===== src/rtl/core/cr_pkg.sv =====
`default_nettype none

package cr_pkg;

    // Table geometry and number formats.
    localparam int MAX_POINTS = 64;
    localparam int ADDR_W     = $clog2(MAX_POINTS);
    localparam int COUNT_W    = 7;
    localparam int FRAC_BITS  = 16;
    localparam int T_W        = FRAC_BITS + 1;
    localparam int COORD_W    = 32;
    localparam int ENTRY_W    = 3 * COORD_W;

    // Horner accumulator width: the cubic coefficients of 32-bit points stay
    // well inside 40 bits at every step.
    localparam int H_W    = 40;
    localparam int PROD_W = H_W + T_W;

    // Input beat layout, lowest bit first: point_index, x, y, z, path_position.
    localparam int OFF_X      = ADDR_W;
    localparam int OFF_Y      = OFF_X + COORD_W;
    localparam int OFF_Z      = OFF_Y + COORD_W;
    localparam int OFF_T      = OFF_Z + COORD_W;
    localparam int IN_USED_W  = OFF_T + T_W;
    localparam int S_TDATA_W  = ((IN_USED_W + 7) / 8) * 8;
    localparam int M_TDATA_W  = ENTRY_W;

    // Item kinds carried on s_tuser.
    localparam logic KIND_WRITE = 1'b0;
    localparam logic KIND_EVAL  = 1'b1;

    typedef logic signed [COORD_W-1:0] coord_t;
    typedef logic signed [H_W-1:0]     wide_t;

    // Control from the sequencer to the axis lanes.
    typedef struct packed {
        logic                 start;
        logic [FRAC_BITS-1:0] frac;
    } cr_ctl_t;

    // Clamp a wide signed value to the signed coordinate range.
    function automatic coord_t sat_coord(input wide_t v);
        logic [H_W-COORD_W:0] upper;
        upper = v[H_W-1:COORD_W-1];
        if ((&upper) || !(|upper)) begin
            return v[COORD_W-1:0];
        end else if (v[H_W-1]) begin
            return {1'b1, {(COORD_W-1){1'b0}}};
        end else begin
            return {1'b0, {(COORD_W-1){1'b1}}};
        end
    endfunction

endpackage

`default_nettype wire


===== src/rtl/core/cr_axis_lane.sv =====
`default_nettype none

// One axis of the cubic. Coefficients are formed at start, then the Horner
// form runs three multiply/add rounds, and the halved and clamped value is
// registered with a one-cycle done pulse.
module cr_axis_lane (
    input  wire logic            aclk,
    input  wire logic            aresetn,
    input  wire cr_pkg::cr_ctl_t ctl,
    input  wire cr_pkg::coord_t  p0,
    input  wire cr_pkg::coord_t  p1,
    input  wire cr_pkg::coord_t  p2,
    input  wire cr_pkg::coord_t  p3,
    output logic                 done,
    output cr_pkg::coord_t       result
);
    import cr_pkg::*;

    localparam logic [1:0] PH_IDLE = 2'd0;
    localparam logic [1:0] PH_MUL  = 2'd1;
    localparam logic [1:0] PH_ADD  = 2'd2;
    localparam logic [1:0] PH_FIN  = 2'd3;
    localparam logic [1:0] LAST_STEP = 2'd2;

    logic [1:0] phase_reg, phase_next;
    logic [1:0] step_reg, step_next;
    logic       done_reg;

    wide_t                     a_reg, b_reg, c_reg, h_reg;
    logic signed [PROD_W-1:0]  prod_reg;
    logic [FRAC_BITS-1:0]      u_reg;
    coord_t                    result_reg;

    wide_t e0, e1, e2, e3;
    wide_t coef_a, coef_b, coef_c, coef_d;
    wide_t addend, h_sum, h_inc, h_half;
    logic signed [PROD_W-1:0] prod_sh;

    assign e0 = H_W'(p0);
    assign e1 = H_W'(p1);
    assign e2 = H_W'(p2);
    assign e3 = H_W'(p3);

    assign coef_a = e1 <<< 1;
    assign coef_b = e2 - e0;
    assign coef_c = (e0 <<< 1) - ((e1 <<< 2) + e1) + (e2 <<< 2) - e3;
    assign coef_d = ((e1 <<< 1) + e1) - ((e2 <<< 1) + e2) + e3 - e0;

    always_comb begin
        case (step_reg)
            2'd0:    addend = c_reg;
            2'd1:    addend = b_reg;
            default: addend = a_reg;
        endcase
    end

    // Arithmetic shift of the signed product is the floor division.
    assign prod_sh = prod_reg >>> FRAC_BITS;
    assign h_sum   = H_W'(prod_sh) + addend;

    // Halving rounded half up.
    assign h_inc  = h_reg + H_W'(1);
    assign h_half = h_inc >>> 1;

    always_comb begin
        phase_next = phase_reg;
        step_next  = step_reg;
        unique case (phase_reg)
            PH_IDLE: begin
                if (ctl.start) begin
                    phase_next = PH_MUL;
                    step_next  = 2'd0;
                end
            end
            PH_MUL: begin
                phase_next = PH_ADD;
            end
            PH_ADD: begin
                if (step_reg == LAST_STEP) begin
                    phase_next = PH_FIN;
                end else begin
                    phase_next = PH_MUL;
                    step_next  = step_reg + 2'd1;
                end
            end
            PH_FIN: begin
                phase_next = PH_IDLE;
            end
            default: begin
                phase_next = PH_IDLE;
            end
        endcase
    end

    always_ff @(posedge aclk) begin
        if (!aresetn) begin
            phase_reg <= PH_IDLE;
            step_reg  <= 2'd0;
            done_reg  <= 1'b0;
        end else begin
            phase_reg <= phase_next;
            step_reg  <= step_next;
            done_reg  <= (phase_reg == PH_FIN);
        end
    end

    always_ff @(posedge aclk) begin
        if (phase_reg == PH_IDLE && ctl.start) begin
            a_reg <= coef_a;
            b_reg <= coef_b;
            c_reg <= coef_c;
            h_reg <= coef_d;
            u_reg <= ctl.frac;
        end
        if (phase_reg == PH_MUL) begin
            prod_reg <= PROD_W'(h_reg) * PROD_W'($signed({1'b0, u_reg}));
        end
        if (phase_reg == PH_ADD) begin
            h_reg <= h_sum;
        end
        if (phase_reg == PH_FIN) begin
            result_reg <= sat_coord(h_half);
        end
    end

    assign done   = done_reg;
    assign result = result_reg;

endmodule

`default_nettype wire


===== config.mk =====
export PLATFORM = sky130hd
export DESIGN_NAME = cr_axis_lane
export DESIGN_NICKNAME = d
export VERILOG_FILES = /design/src/rtl/core/cr_pkg.sv /design/src/rtl/core/cr_axis_lane.sv
export SDC_FILE = /design/constraint.sdc
export NUM_CORES = 2
export LEC_CHECK = 0
export ABC_AREA = 1
export BUFFER_PORTS_ARGS = -buffer_cell sky130_fd_sc_hd__buf_2
export CAP_MARGIN = 20
export CELL_PAD_IN_SITES_DETAIL_PLACEMENT = 0
export CELL_PAD_IN_SITES_GLOBAL_PLACEMENT = 2
export CORE_ASPECT_RATIO = 1.4
export CORE_MARGIN = 5
export CORE_UTILIZATION = 42
export CTS_CLUSTER_SIZE = 30
export DETAILED_ROUTE_END_ITERATION = 8
export GPL_TIMING_DRIVEN = 0
export PLACE_DENSITY_LB_ADDON = 0.1
export SLEW_MARGIN = 20
export SYNTH_ARGS = -nofsm -noshare
export SYNTH_HDL_FRONTEND = slang
export SYNTH_SLANG_ARGS = --single-unit

===== constraint.sdc =====
create_clock -name aclk -period 11.3 [get_ports aclk]
set_input_delay 0 -clock aclk [delete_from_list [all_inputs] [get_ports aclk]]
set_output_delay 0 -clock aclk [all_outputs]
set_load 0.03 [all_outputs]

==> qor.yml <==
clk_pin_slew_ns: 0.07
design.die.area_sq_um: 119000
min-delay-start: "p2[30]"
grt_pass1_wl_mm: 286
ctsRootBufferMaster: "clkbuf_16"
final_common_cell: "nand2_1"
gp_congestion: 1.00
min_path_type: "primary input to flop"
synthesis.instances: 6019
worst_pin_slew_ns: 1.24
crit_fanout: 10
grt_max_degree: 33
cts.sinks: 236
overflow: 0
yosysSeqAreaShare: 0.149
synth_nets: 7273
post-dp-hpwl_mm: 170
endpoint_kind: "flop"
final_hold_viol_count: 0
instances_no_fill: 7806
fin_skew_ns: 0.0304
setup_viol: 0
cts_resized: 0
slew_headroom: 0.166
placedCellCount: 7677
async_flop_share: 0
rsz0062_at_grt: "false"
vias_per_cell: 5.15
cts_tree: "done"
drt-initial-drc-count: 2359
synthesis.area_sq_um: 47200
die_y_um: 406
dr.pass1.iters: 6
max_freq_mhz: 131
maxCapViolCount: 0
clkLatencyLatePin_ns: 0.63
status: "complete, no violations"
r2r-start: "h_reg[24]$_DFFE_PP_"
postRouteAntennaNets: 0
crit_type: "flop to flop"
start_util: 0.423
yosysWarnings: 0
antenna_found_initial: 3
drive_above_1_share: 0.0553
syn_area_per_cell_sq_um: 7.84
period_share: 0.677
grt_usage: 0.333
core_area_sq_um: 112000
ctsLongestPathBuffers: 3
final.min_clock_period_ns: 7.65
synth_edf_count: 231
drc_errors: 0
die_x_um: 293
wl_per_cell_um: 25.2
start_kind: "flop"
grt_pass1_vias: 43600
htreeDepth: 1
via_count: 40200
wirelength_mm: 197
required_ns: 11.73
tns_ns: 0
ys_ff_latch: 236
num_io_pins: 180
final_cell_mix: "1,604 x nand2_1, 1,433 x inv_1, 824 x fa_1"
synth_cell_type_count: 50
io_buffers: 179
setup.worst_path.start: "h_reg[24]$_DFFE_PP_"
area_delta_synth_final_pct: 9.86
cp.arrival_ns: 8.07
cts_inserted_buffers: 29
nNetsFinal: 7566
post-cts-setup-buffers: 0
yosys_most_used_dff: "edfxtp_1"
rows: 145
maxSlewViolCount: 0
## critical path, cell delays in order (launching register included)
cell	delay [ns]
edfxtp_1	0.49
buf_4	0.32
clkbuf_1	0.59
nand2_1	0.17
fa_1	0.55
inv_1	0.05
fa_1	0.48
fa_1	0.58
fa_1	0.43
fa_1	0.50
inv_1	0.06
fa_1	0.58
inv_1	0.07
ha_1	0.40
nand2_1	0.15
nor2_1	0.15
inv_1	0.08
nor2_1	0.19
inv_1	0.08
nor3_1	0.55
o211ai_1	0.39
nand3_1	0.29
xor2_1	0.29
## metal layers
metal | global-route usage | share of wire
met1 | 0.339 | 0.33
met2 | 0.611 | 0.51
met3 | 0.0288 | 0.039
met4 | 0.287 | 0.11
met5 | 0 | 0.000066
## path summary, 6_finish.rpt
| check | to | slack, ns | cells past startpoint |
|---|---|---|---|
| min | b_reg[30]$_DFFE_PP_ | 0.03 | 4 |
| min reg2reg | step_reg[0]$_SDFFE_PN0P_ | 0.49 | 2 |
| max | prod_reg[47]$_DFFE_PN_ | 3.65 | 22 |
| max reg2reg | prod_reg[47]$_DFFE_PN_ | 3.65 | 22 |
## timing repair
item,4_1_cts,5_1_grt
setup endpoints to repair,0,0
endpoints found under the hold margin,88,0
hold buffers,73,0
## cell type report
type,count,area (sq um)
clock inverter,18,209
multi-input combinational,4175,33900
inverter,1439,5400
tap,1470,1840
sequential,236,7040
buffer,169,861
clock buffer,34,744
fill,11700,59800
antenna,3,7.51
timing repair buffer,262,1810
## per-stage QoR
step                      area [sq um]  hold WS, ns   util  setup slack (ns)
after floorplan                  47200       0.0989      -              5.31
after global placement           49900        0.181  0.447              1.85
after detailed placement         50100        0.178  0.449              3.92
after CTS                        51800      0.00268  0.464              3.87
after global routing             51800       0.0604  0.464              3.62
final                            51800       0.0278  0.464              3.65
## cells in the mapped netlist (41+ instances only)
cell type | instances | share of area
fa_1 | 824 | 0.35
edfxtp_1 | 231 | 0.15
clkbuf_1 | 115 | 0.0092
inv_1 | 1434 | 0.11
nand2_1 | 1605 | 0.13
a21oi_1 | 254 | 0.027
xor2_1 | 90 | 0.017
xnor2_1 | 41 | 0.0076
nor2_1 | 409 | 0.033
o21ai_0 | 187 | 0.020
nand3_1 | 198 | 0.021
nand4_1 | 48 | 0.0064
ha_1 | 283 | 0.075
## cell families (layout without fill, tap and decap cells)
logic type	count (synthesis)	count (layout)	synth area share
xor gates and xnor gates	131	131	0.0243
and+or+nand+nor	2379	2379	0.205
adders and majority gates	1107	1107	0.425
buffers and inverters	1608	1922	0.132
DFF	236	236	0.149
AOI/OAI and AO/OA	557	557	0.0645
muxes	1	1	0.000212
other	0	3	0
Power is left out: the tool's default activity adds up to more than one toggle a clock period on the data nets, which glitch-free logic cannot reach.
